`src/hdl/nchs_pkg.sv`:
```
// Shared types, constants and arithmetic helpers for the neighbor-cell spatial hash.
package nchs_pkg;

  localparam int CORNER_COUNT = 8;
  localparam int CORNER_W     = $clog2(CORNER_COUNT);
  localparam int POS_W        = 32;
  localparam int COORD_W      = 32;
  localparam int HASH_W       = 31;
  localparam int LOG2_W       = 5;
  localparam int CFG_ADDR_W   = 5;
  localparam int CFG_DATA_W   = 32;
  localparam int FRONT_STAGES = 4;
  localparam int QUEUE_DEPTH  = 4;
  localparam int QPTR_W       = $clog2(QUEUE_DEPTH);
  localparam int QCNT_W       = $clog2(QUEUE_DEPTH + 1);

  // Corner offsets, bit i belongs to corner i of the fixed visiting order.
  localparam logic [CORNER_COUNT-1:0] CORNER_DX = 8'b0110_0110;
  localparam logic [CORNER_COUNT-1:0] CORNER_DY = 8'b1111_0000;
  localparam logic [CORNER_COUNT-1:0] CORNER_DZ = 8'b0011_1100;

  localparam logic [31:0] INV_CELL_RESET = 32'd65536;
  localparam logic [4:0]  LOG2_RESET     = 5'd16;
  localparam logic [31:0] PRIME_X_RESET  = 32'd73856093;
  localparam logic [31:0] PRIME_Y_RESET  = 32'd19349663;
  localparam logic [31:0] PRIME_Z_RESET  = 32'd83492791;

  typedef enum logic [2:0] {
    REG_INV_CELL = 3'd0,
    REG_LOG2     = 3'd1,
    REG_PRIME_X  = 3'd2,
    REG_PRIME_Y  = 3'd3,
    REG_PRIME_Z  = 3'd4
  } reg_idx_t;

  typedef struct packed {
    logic [31:0]       inv_cell;
    logic [LOG2_W-1:0] log2;
    logic [31:0]       prime_x;
    logic [31:0]       prime_y;
    logic [31:0]       prime_z;
  } cfg_t;

  typedef struct packed {
    logic [CORNER_COUNT-1:0][HASH_W-1:0] hash;
    logic [CORNER_COUNT-1:0]             keep;
  } entry_t;

  typedef struct packed {
    logic full;
    logic empty;
  } q_stat_t;

  // Exact signed Q16.16 times unsigned Q16.16, kept modulo 2^64 as Q32.32.
  function automatic logic [63:0] scale_pos(input logic [POS_W-1:0] pos,
                                            input logic [31:0] inv);
    logic signed [64:0] p;
    p = $signed({pos[POS_W-1], pos}) * $signed({1'b0, inv});
    return p[63:0];
  endfunction

  // Subtract half a cell and keep the integer part, floored.
  function automatic logic [COORD_W-1:0] floor_coord(input logic [63:0] prod);
    return prod[63:32] - {31'd0, ~prod[31]};
  endfunction

endpackage

```
`src/hdl/nchs_queue.sv`:
```
// Short queue of hashed points between the front and back parts.
module nchs_queue (
  input  logic               clk,
  input  logic               rst_n,
  input  logic               push,
  input  nchs_pkg::entry_t   wdata,
  input  logic               pop,
  output nchs_pkg::entry_t   rdata,
  output nchs_pkg::q_stat_t  stat
);
  import nchs_pkg::*;

  entry_t            mem_r [QUEUE_DEPTH];
  logic [QPTR_W-1:0] wr_ptr_r;
  logic [QPTR_W-1:0] wr_ptr_nxt;
  logic [QPTR_W-1:0] rd_ptr_r;
  logic [QPTR_W-1:0] rd_ptr_nxt;
  logic [QCNT_W-1:0] cnt_r;
  logic [QCNT_W-1:0] cnt_nxt;
  logic              do_push;
  logic              do_pop;

  assign stat.full  = (cnt_r == QCNT_W'(QUEUE_DEPTH));
  assign stat.empty = (cnt_r == '0);
  assign do_push    = push && !stat.full;
  assign do_pop     = pop && !stat.empty;
  assign rdata      = mem_r[rd_ptr_r];

  always_comb begin
    wr_ptr_nxt = wr_ptr_r;
    rd_ptr_nxt = rd_ptr_r;
    cnt_nxt    = cnt_r;
    if (do_push) begin
      wr_ptr_nxt = (wr_ptr_r == QPTR_W'(QUEUE_DEPTH - 1)) ? '0 : wr_ptr_r + 1'b1;
    end
    if (do_pop) begin
      rd_ptr_nxt = (rd_ptr_r == QPTR_W'(QUEUE_DEPTH - 1)) ? '0 : rd_ptr_r + 1'b1;
    end
    if (do_push && !do_pop) begin
      cnt_nxt = cnt_r + 1'b1;
    end else if (do_pop && !do_push) begin
      cnt_nxt = cnt_r - 1'b1;
    end
  end

  always_ff @(posedge clk) begin
    if (!rst_n) begin
      wr_ptr_r <= '0;
      rd_ptr_r <= '0;
      cnt_r    <= '0;
    end else begin
      wr_ptr_r <= wr_ptr_nxt;
      rd_ptr_r <= rd_ptr_nxt;
      cnt_r    <= cnt_nxt;
    end
  end

  always_ff @(posedge clk) begin
    if (do_push) begin
      mem_r[wr_ptr_r] <= wdata;
    end
  end

endmodule

```
`config.mk`:
```
export PLATFORM = sky130hd
export DESIGN_NAME = nchs_queue
export DESIGN_NICKNAME = d
export VERILOG_FILES = /design/src/hdl/nchs_pkg.sv /design/src/hdl/nchs_queue.sv
export SDC_FILE = /design/constraint.sdc
export NUM_CORES = 1
export LEC_CHECK = 0
export BUFFER_PORTS_ARGS = -buffer_cell sky130_fd_sc_hd__buf_2
export CAP_MARGIN = 0
export CORE_ASPECT_RATIO = 0.9
export CORE_UTILIZATION = 55
export DETAILED_ROUTE_END_ITERATION = 10
export PLACE_DENSITY = 0.75
export SYNTH_ARGS = -nofsm -noshare
export SYNTH_HDL_FRONTEND = slang
export SYNTH_SLANG_ARGS = --single-unit
```
`constraint.sdc`:
```
create_clock -name clk -period 20.4 [get_ports clk]
set_clock_uncertainty 0.15 [all_clocks]
set_input_delay 1.02 -clock clk [delete_from_list [all_inputs] [get_ports clk]]
set_output_delay 1.02 -clock clk [all_outputs]
set_load 0.005 [all_outputs]
```
==> metrics.md <==
| Metric | Value |
|---|---|
| Status | `finished clean` |
| Synth top area cells | `edfxtp_1, mux4_2, buf_12, dfxtp_1, buf_2` |
| CP required | `19.23 ns` |
| Period utilization | `0.265` |
| Antenna violations before repair | `24` |
| Pwr Total | `5.49 mW` |
| Synth cell types | `26` |
| Layout cells sized above 1 | `0.457` |
| CTS Hold Bufs | `0` |
| Critical path startpoint category | `flip-flop` |
| Async S/R FF share, synth | `0` |
| Largest net degree at the start of global routing | `145` |
| GRT Residual Overflow | `0` |
| Core area | `67300 um^2` |
| Leakage | `approximately 15 nW` |
| PortBufs | `517` |
| Top-count cell post-synth | `edfxtp_1` |
| H-Tree Depth | `3` |
| Post-route cell area | `44000 um^2` |
| Min-Delay Path Class | `reg2reg` |
| Synthesis Warnings | `0` |
| Placed insts | `about 2.7k` |
| VDD IR max | `110 uV` |
| Top cell type's share of synthesized area | `0.817` |
| Total Die Area | `69500 um^2` |
| Final RePlAce weighted congestion | `0.805` |
| PD cells | `125 nW/um^2` |
| Setup violators final | `0` |
| Crit path time final | `5.40 ns` |
| Worst EP arrival | `approximately 4.2 ns` |
| Crit path buf inv count | `3` |
| DRT antenna net count | `0` |
| CP endpoint kind | `output port` |
| CTS tree | `done` |
| Row Count | `90` |
| Die span in y | `~250 um` |
| Synthesis-to-layout area growth | `16.8%` |
| # IOs | `~520` |
| DP HPWL | `approximately 43000 um` |
| WL/cell | `25.1 um` |
| FMAX | `0.185 GHz` |
| Slew margin rel. | `0.188` |
| Unrepaired setup endpoints after global routing | `no` |
| Post-synthesis sequential area ratio | `0.821` |
| # DRC | `0` |
| Setup Crit Path Kind | `reg2out` |
| Drt pass-1 iters | `7` |
| Vias in the first global route | `17.6k` |
| Core Util, Final | `0.653` |
| Die W | `278 um` |
| CTS sink cnt | `between 1k and 1.5k` |
| Number of synthesized flops with an enable pin | `1024` |
| Clk slew on worst S/H paths | `0.06 ns` |
| Post-place setup slack | `15.41 ns` |
| Post-CTS Setup Repair Bufs | `0` |
| Worst R2R Setup Slack | `~16 ns` |
| Critical-path top delay cell | `dfxtp_4` |
| Starting DRT DRC Count | `approximately 1.3k` |
| Fill cells | `4237` |
| Setup TNS | `0 ns` |
| Post-CTS sizing | `0` |
| Most numerous cell on the critical path | `buf_4` |
| Slowest cell delay on critical path | `0.96 ns` |
| Gr usage total | `0.211` |
| R2R Path Start | `cnt_r[0]$_SDFFE_PN0P_` |
| Post-Syn Instances | `1388` |
| Max FO, Critical Path | `51` |
| Clk_lat worst skew | `0.64 ns` |
| Mapped Area | `37700 um^2` |
| Clock Path Buffers | `3` |
| WL final | `73600 um` |
| Placed cell area | `40800 um^2` |
| Largest area contributor in the netlist | `edfxtp_1` |
| Worst hold start | `wr_ptr_r[1]$_SDFFE_PN0P_` |
| Via count | `16.8k` |
| Cts bufs inserted | `98` |
| Root Driver | `clkbuf_16` |
| Average size of a mapped cell | `27.1 um^2` |
| Final Hold Vio Count | `0` |
| Syn_nets | `roughly 1.7k` |
| Fin worst setup slack | `15.00 ns` |
| Delay-heaviest family, CP | `buffers and inverters` |
| First-pass GRT wire length | `109000 um` |
| Slew @ Worst Pin | `1.22 ns` |
| Starting Density | `0.559` |
| Main synth FF type | `edfxtp_1` |
| Synth cell count leaders | `edfxtp_1, mux4_2, buf_2` |
| Slew Viols, Final | `0` |
| Vias per Instance | `5.74` |
| Crit-path cells | `buf_4 -> buf_4 -> mux4_2 -> buf_2` |
| Flops & latches, synth | `1033` |
| Nets | `approximately 2.2k` |
| Max-Cap Viols | `0` |
| Layout Cells excl Fill | `2930` |
| Hold Slack | `between 0.3 and 0.4 ns` |
==> worst register-to-register path: cells and delay by family (launching register included) <==
kind,cells,cell delay (ns)
and+or+nand+nor,3,1.43
DFF,1,0.44
buffers and inverters,2,1.94
==> state kept, by name (all words and copies together), names as in the netlist, named ones only <==
register	count
rd_ptr_r	2
cnt_r	3
wr_ptr_r	2
mem_r	1024
==> layer usage <==
metal  up-vias  part of all wire  routed length, um  global-route usage
li1       7207                 -                  -                   -
met1      8796              0.37              27200               0.265
met2       656              0.51              37600               0.352
met3       136             0.096               7050              0.0721
met4        28             0.021               1560              0.0614
met5         -            0.0022                161                   0
==> report_power, final <==
| group | switching [mW] | internal [mW] | leakage [nW] | total (mW) |
|---|---|---|---|---|
| sequential | 0.0805 | 2.59 | 9.46 | 2.67 |
| combinational | 0.539 | 0.541 | 3.61 | 1.08 |
| clock | 0.755 | 0.990 | 1.53 | 1.75 |
| total | 1.37 | 4.12 | 14.6 | 5.49 |
==> logic make-up after synthesis <==
| group | synth area share |
|---|---|
| AOI/OAI and AO/OA | 0.000797 |
| adders and majority gates | 0.00252 |
| DFF | 0.821 |
| xor gates and xnor gates | 0.000465 |
| and+or+nand+nor | 0.00272 |
| muxes | 0.154 |
| buffers and inverters | 0.0183 |
==> layout make-up <==
| cell class | instances | area (um^2) | area share |
|---|---|---|---|
| Antenna cell | 16 | 40.0 | 0.000910 |
| Clock buffer | 116 | 2560 | 0.0582 |
| Clock inverter | 63 | 556 | 0.0126 |
| Inverter | 3 | 11.3 | 0.000256 |
| Multi-Input combinational cell | 293 | 6050 | 0.138 |
| Sequential cell | 1033 | 30900 | 0.703 |
| Tap cell | 874 | 1090 | 0.0249 |
| Timing Repair Buffer | 532 | 2750 | 0.0625 |
==> worst paths after layout <==
kind	end	depth (start not counted)
setup / recovery	rdata[68]	4
hold / removal	wr_ptr_r[1]$_SDFFE_PN0P_	2
setup reg to reg	mem_r[2][241]$_DFFE_PP_	5
hold reg to reg	wr_ptr_r[1]$_SDFFE_PN0P_	2
==> cells in the final DEF, fill, tap and decap left out, drive strengths merged, types with 2 or more instances in the layout <==
master	Yosys	routed
mux4	256	256
clkbuf	5	116
clkinv	0	50
nor2b	2	2
dfxtp	9	9
and2	5	5
buf	54	532
inv	3	7
mux2i	3	3
nand3	2	2
nand2	6	6
nor2	2	2
o21ai	3	3
diode	0	16
bufinv	0	7
clkinvlp	0	2
ha	6	6
edfxtp	1024	1024
(Power assumes the default switching activity.)
