`config.mk`:
```
export PLATFORM = sky130hd
export DESIGN_NAME = nchs_back_flat
export DESIGN_NICKNAME = d
export VERILOG_FILES = /design/src/hdl/nchs_pkg.sv /design/src/hdl/nchs_out_if.sv /design/src/hdl/nchs_back.sv /design/src/flat_wrapper.sv
export SDC_FILE = /design/constraint.sdc
export NUM_CORES = 1
export LEC_CHECK = 0
export ABC_AREA = 1
export BUFFER_PORTS_ARGS = -buffer_cell sky130_fd_sc_hd__clkbuf_2
export CAP_MARGIN = 25
export CORE_ASPECT_RATIO = 1.4
export CORE_UTILIZATION = 45
export CTS_BUF_LIST = sky130_fd_sc_hd__clkbuf_8
export CTS_CLUSTER_SIZE = 10
export DETAILED_ROUTE_END_ITERATION = 10
export GPL_TIMING_DRIVEN = 0
export PLACE_DENSITY = 0.73
export SLEW_MARGIN = 40
export SYNTH_ARGS = -nofsm -noshare
export SYNTH_HDL_FRONTEND = slang
export SYNTH_SLANG_ARGS = --single-unit
```
`constraint.sdc`:
```
create_clock -name clk -period 8.7 [get_ports clk]
set_input_delay 1.74 -clock clk [delete_from_list [all_inputs] [get_ports clk]]
set_output_delay 1.74 -clock clk [all_outputs]
set_load 0.005 [all_outputs]
```
`src/hdl/nchs_pkg.sv`:
```
// Shared types, constants and arithmetic helpers for the neighbor-cell spatial hash.
package nchs_pkg;

  localparam int CORNER_COUNT = 8;
  localparam int CORNER_W     = $clog2(CORNER_COUNT);
  localparam int POS_W        = 32;
  localparam int COORD_W      = 32;
  localparam int HASH_W       = 31;
  localparam int LOG2_W       = 5;
  localparam int CFG_ADDR_W   = 5;
  localparam int CFG_DATA_W   = 32;
  localparam int FRONT_STAGES = 4;
  localparam int QUEUE_DEPTH  = 4;
  localparam int QPTR_W       = $clog2(QUEUE_DEPTH);
  localparam int QCNT_W       = $clog2(QUEUE_DEPTH + 1);

  // Corner offsets, bit i belongs to corner i of the fixed visiting order.
  localparam logic [CORNER_COUNT-1:0] CORNER_DX = 8'b0110_0110;
  localparam logic [CORNER_COUNT-1:0] CORNER_DY = 8'b1111_0000;
  localparam logic [CORNER_COUNT-1:0] CORNER_DZ = 8'b0011_1100;

  localparam logic [31:0] INV_CELL_RESET = 32'd65536;
  localparam logic [4:0]  LOG2_RESET     = 5'd16;
  localparam logic [31:0] PRIME_X_RESET  = 32'd73856093;
  localparam logic [31:0] PRIME_Y_RESET  = 32'd19349663;
  localparam logic [31:0] PRIME_Z_RESET  = 32'd83492791;

  typedef enum logic [2:0] {
    REG_INV_CELL = 3'd0,
    REG_LOG2     = 3'd1,
    REG_PRIME_X  = 3'd2,
    REG_PRIME_Y  = 3'd3,
    REG_PRIME_Z  = 3'd4
  } reg_idx_t;

  typedef struct packed {
    logic [31:0]       inv_cell;
    logic [LOG2_W-1:0] log2;
    logic [31:0]       prime_x;
    logic [31:0]       prime_y;
    logic [31:0]       prime_z;
  } cfg_t;

  typedef struct packed {
    logic [CORNER_COUNT-1:0][HASH_W-1:0] hash;
    logic [CORNER_COUNT-1:0]             keep;
  } entry_t;

  typedef struct packed {
    logic full;
    logic empty;
  } q_stat_t;

  // Exact signed Q16.16 times unsigned Q16.16, kept modulo 2^64 as Q32.32.
  function automatic logic [63:0] scale_pos(input logic [POS_W-1:0] pos,
                                            input logic [31:0] inv);
    logic signed [64:0] p;
    p = $signed({pos[POS_W-1], pos}) * $signed({1'b0, inv});
    return p[63:0];
  endfunction

  // Subtract half a cell and keep the integer part, floored.
  function automatic logic [COORD_W-1:0] floor_coord(input logic [63:0] prod);
    return prod[63:32] - {31'd0, ~prod[31]};
  endfunction

endpackage

```
`src/hdl/nchs_out_if.sv`:
```
// Result channel: one distinct cell hash per word.
interface nchs_out_if;
  logic        valid;
  logic        ready;
  logic [30:0] cell_hash;
  logic        is_last;

  modport source (output valid, output cell_hash, output is_last, input ready);
  modport sink   (input valid, input cell_hash, input is_last, output ready);
endinterface

```
`src/hdl/nchs_back.sv`:
```
// Back part: walks the kept corners of one point and sends one word per hash.
module nchs_back (
  input  logic               clk,
  input  logic               rst_n,
  input  nchs_pkg::entry_t   q_rdata,
  input  nchs_pkg::q_stat_t  q_stat,
  output logic               q_pop,
  nchs_out_if.source         out_ch
);
  import nchs_pkg::*;

  logic [CORNER_COUNT-1:0][HASH_W-1:0] hash_r;
  logic [CORNER_COUNT-1:0]             rem_r;
  logic [CORNER_COUNT-1:0]             rem_nxt;
  logic                                cur_vld_r;
  logic                                cur_vld_nxt;
  logic                                out_vld_r;
  logic                                out_vld_nxt;
  logic [HASH_W-1:0]                   out_hash_r;
  logic                                out_last_r;
  logic [CORNER_W-1:0]                 idx;
  logic                                found;
  logic [CORNER_COUNT-1:0]             rem_clr;
  logic                                last;
  logic                                emit;

  always_comb begin
    idx   = '0;
    found = 1'b0;
    for (int i = 0; i < CORNER_COUNT; i++) begin
      if (rem_r[i] && !found) begin
        idx   = CORNER_W'(i);
        found = 1'b1;
      end
    end
  end

  assign rem_clr = rem_r & ~(CORNER_COUNT'(1) << idx);
  assign last    = (rem_clr == '0);
  assign emit    = cur_vld_r && (!out_vld_r || out_ch.ready);
  // The next point is loaded in the cycle its predecessor sends its last word.
  assign q_pop   = !q_stat.empty && (!cur_vld_r || (emit && last));

  always_comb begin
    cur_vld_nxt = cur_vld_r;
    rem_nxt     = rem_r;
    if (q_pop) begin
      cur_vld_nxt = 1'b1;
      rem_nxt     = q_rdata.keep;
    end else if (emit) begin
      rem_nxt = rem_clr;
      if (last) begin
        cur_vld_nxt = 1'b0;
      end
    end
  end

  always_comb begin
    out_vld_nxt = out_vld_r;
    if (emit) begin
      out_vld_nxt = 1'b1;
    end else if (out_ch.ready) begin
      out_vld_nxt = 1'b0;
    end
  end

  always_ff @(posedge clk) begin
    if (!rst_n) begin
      cur_vld_r <= 1'b0;
      out_vld_r <= 1'b0;
      rem_r     <= '0;
    end else begin
      cur_vld_r <= cur_vld_nxt;
      out_vld_r <= out_vld_nxt;
      rem_r     <= rem_nxt;
    end
  end

  always_ff @(posedge clk) begin
    if (q_pop) begin
      hash_r <= q_rdata.hash;
    end
    if (emit) begin
      out_hash_r <= hash_r[idx];
      out_last_r <= last;
    end
  end

  assign out_ch.valid     = out_vld_r;
  assign out_ch.cell_hash = out_hash_r;
  assign out_ch.is_last   = out_last_r;

endmodule

```
`src/flat_wrapper.sv`:
```
// flat-port wrapper written by rule: the top's interface ports become plain ports
module nchs_back_flat import nchs_pkg::*;
  (clk, rst_n, q_rdata, q_stat, q_pop, out_ch_valid, out_ch_cell_hash, out_ch_is_last, out_ch_ready);
  nchs_out_if out_ch_i ();
  input  logic clk;
  input  logic rst_n;
  input  nchs_pkg::entry_t q_rdata;
  input  nchs_pkg::q_stat_t q_stat;
  output logic q_pop;
  output wire logic [$bits(out_ch_i.valid)-1:0] out_ch_valid;
  output wire logic [$bits(out_ch_i.cell_hash)-1:0] out_ch_cell_hash;
  output wire logic [$bits(out_ch_i.is_last)-1:0] out_ch_is_last;
  input wire logic [$bits(out_ch_i.ready)-1:0] out_ch_ready;
  assign out_ch_valid = out_ch_i.valid;
  assign out_ch_cell_hash = out_ch_i.cell_hash;
  assign out_ch_is_last = out_ch_i.is_last;
  assign out_ch_i.ready = out_ch_ready;
  nchs_back u_core (.clk(clk), .rst_n(rst_n), .q_rdata(q_rdata), .q_stat(q_stat), .q_pop(q_pop), .out_ch(out_ch_i));
endmodule
```
==> flow_metrics.py <==
metrics = {
    "clocking": {
        "clk_latency_ns": 0.56,
        "cts_tree": "done",
        "ctsResizeCount": 0,
        "cts_root_buffer": "clkbuf_8",
        "holdBufCountCts": 0,
        "clk_pin_slew_ns": 0.06,
        "cts_buffers": 44,
        "cts_setup_buffers": 0,
        "htree_num_levels": 2,
        "cts_buffer_depth": 3,
        "cts.sinks": 290,
    },
    "sta": {
        "finalSetupViolCount": 0,
        "worst_pin_slew_ns": 0.6996,
        "slew_headroom": 0.5336,
        "period_share": 0.6276,
        "slew_viol_final": 0,
        "rsz0062_at_grt": "no",
        "hold_viol": 0,
        "min_period_ns": 5.460,
        "skew_ns": 0.02917,
        "whs_ns": 0.4962,
        "fmax_mhz": 183.2,
    },
    "routing": {
        "wirelength_met1_mm": 9.985,
        "wl_per_cell_um": 18.51,
        "routed-via-count": 7464,
        "drt_first_iter_violations": 363,
        "drc": 0,
        "postRouteAntennaNets": 0,
        "routed_via_density": 4.966,
        "wl_met2_mm": 14.60,
        "drt-total-wl_mm": 27.82,
        "dr_wl_met3_mm": 2.055,
        "firstDrtPassIters": 4,
        "top_layer": "met5",
    },
    "floorplan": {
        "die_area_um2": 25000,
        "dieHeight_um": 186.7,
        "rows": 67,
        "fp.dieW_um": 133.9,
        "core_area_um2": 23890,
        "start_util": 0.4590,
        "ioPinCount": 295,
    },
    "logic_synthesis": {
        "yosysSeqAreaShare": 0.7850,
        "syn_avg_cell_area_um2": 13.57,
        "syn_nets": 1069,
        "synth_seq_cells": 290,
        "synth_cell_types": 24,
        "ys.warnings.count": 0,
        "syn_area_um2": 10970,
        "syn_inst": 808,
    },
    "global_routing": {
        "grt_overflow": 0,
        "antenna_found_initial": 3,
        "grt_pass1_wl_mm": 40.99,
        "grt_max_degree": 31,
        "track_usage": 0.2223,
        "grt_pass1_vias": 7584,
    },
    "status": {
        "status": "finished, final reports clean",
    },
    "setup_path": {
        "worst_path_max_delay_cell": "o21bai_4",
        "worstPathRequired_ns": 6.96,
        "crit_arrival_ns": 3.72,
        "crit_path_cell_trace": "clkbuf_2 > inv_1 > nand2_1 > nand2_1 > o21bai_4 > nand2_4 > clkinvlp_4 > buf_16 > buf_12 > buf_16 > clkbuf_2",
        "crit_fanout": 26,
        "cp-end-kind": "output pin",
        "cpPeakStageDelay_ns": 0.37,
        "worstSetupPathType": "primary input to output pin",
        "cp-start-kind": "primary input",
    },
    "power": {
        "power_mw": 3.266,
        "vdd_drop_max_mv": 0.1645,
        "power_density_nw_per_um2": 235.2,
        "leakage_nw": 5.809,
    },
    "final_layout": {
        "design_area_um2": 13890,
        "instances_no_fill": 1503,
        "most-common-layout-cells": "nand2_1 (332), clkbuf_2 (293), edfxtp_1 (280)",
        "area_growth_pct": 26.63,
        "nets": 1420,
        "fill_cells": 1924,
        "final_common_cell": "nand2_1",
        "drive_gt1_frac": 0.3342,
    },
    "place": {
        "dp_cells": 1423,
        "placed_cell_area_um2": 13120,
        "dp_hpwl_mm": 20.57,
        "gp_congestion": 0.7874,
        "port_buffers": 293,
    },
    "worst_hold_path": {
        "hp-class": "flip-flop to flip-flop",
    },
    "job": {
        "maxCapViolCount": 0,
    },
}
[cell usage after synthesis]
cell | n | share of area
a21oi_1 | 12 | 0.0055
nand4_4 | 1 | 0.0019
clkbuf_1 | 6 | 0.0021
o21bai_4 | 1 | 0.0017
edfxtp_1 | 280 | 0.77
nand4_1 | 49 | 0.028
dfxtp_1 | 10 | 0.018
nand2_1 | 332 | 0.11
nand3_4 | 1 | 0.0016
buf_2 | 24 | 0.011
a22oi_1 | 26 | 0.018
inv_1 | 21 | 0.0072
nor2_2 | 4 | 0.0023
nor2_1 | 4 | 0.0014
o21ai_1 | 1 | 0.00046
nand2_4 | 2 | 0.0021
nor2_4 | 3 | 0.0031
buf_6 | 1 | 0.0010
nand2_2 | 1 | 0.00057
clkinv_1 | 2 | 0.00068
nand3b_2 | 1 | 0.0010
inv_2 | 2 | 0.00068
nand3_1 | 23 | 0.010
nand3_2 | 1 | 0.00091
[cell type report]
type,instances,area [µm²],area share
Tap cell,310,387.9,0.02793
Buffer,31,153.9,0.01108
Timing Repair Buffer,305,1759,0.1267
Multi-Input combinational cell,462,2110,0.1519
Antenna cell,2,5.005,0.0003604
Clock buffer,45,619.3,0.04460
Inverter,25,98.84,0.007118
Sequential cell,290,8608,0.6199
Clock inverter,33,143.9,0.01036
[worst paths after layout]
check	start	to	slack, ns	cells past startpoint
worst max-delay path	out_ch_ready	q_pop	3.24	11
worst min-delay path	u_core.out_ch.valid	u_core.out_ch.valid	0.50	2
worst max register to register	u_core.rem_r[2]	u_core.hash_r[227]	5.53	15
worst min register to register	u_core.out_ch.valid	u_core.out_ch.valid	0.50	2
[registers in the layout, summed over array words and instances (netlist names)]
signal                   flops
u_core.cur_vld_r             1
u_core.hash_r              248
u_core.out_ch.cell_hash     31
u_core.out_ch.is_last        1
u_core.out_ch.valid          1
u_core.rem_r                 8
[power breakdown]
group | internal, mW | leakage [nW] | switching, mW
Clock | 0.481 | 0.460 | 0.496
Sequential | 1.68 | 2.76 | 0.0325
Combinational | 0.201 | 2.59 | 0.373
[worst max-delay path: cells and delay by family]
kind,cells,cell delay (ns)
AOI/OAI and AO/OA,1,0.37
buffers and inverters,7,1.10
and+or+nand+nor,3,0.46
[logic make-up after synthesis]
kind of cell,share of synthesized area
compound gates,0.02545
buf+inv,0.02259
simple gates,0.1669
flops,0.7850
[per-stage QoR]
| stage | utilization | worst slack (ns) | setup TNS (ns) |
|---|---|---|---|
| 2_1_floorplan | - | 1.883 | 0 |
| 3_5_place_dp | 0.5490 | 3.265 | 0 |
| 5_1_grt | 0.5812 | 3.079 | 0 |
| 4_1_cts | 0.5810 | 3.250 | 0 |
| 3_3_place_gp | 0.5367 | -0.2375 | -0.2375 |
| 6_report | 0.5812 | 3.240 | 0 |
[routing by layer]
metal  up-vias  global-route usage
li1       3589                   -
met2       321              0.3998
met3        76             0.05162
met1      3476              0.2416
met5         -                   0
met4         2              0.1115
Note: power is estimated with default switching activity, not from simulation.
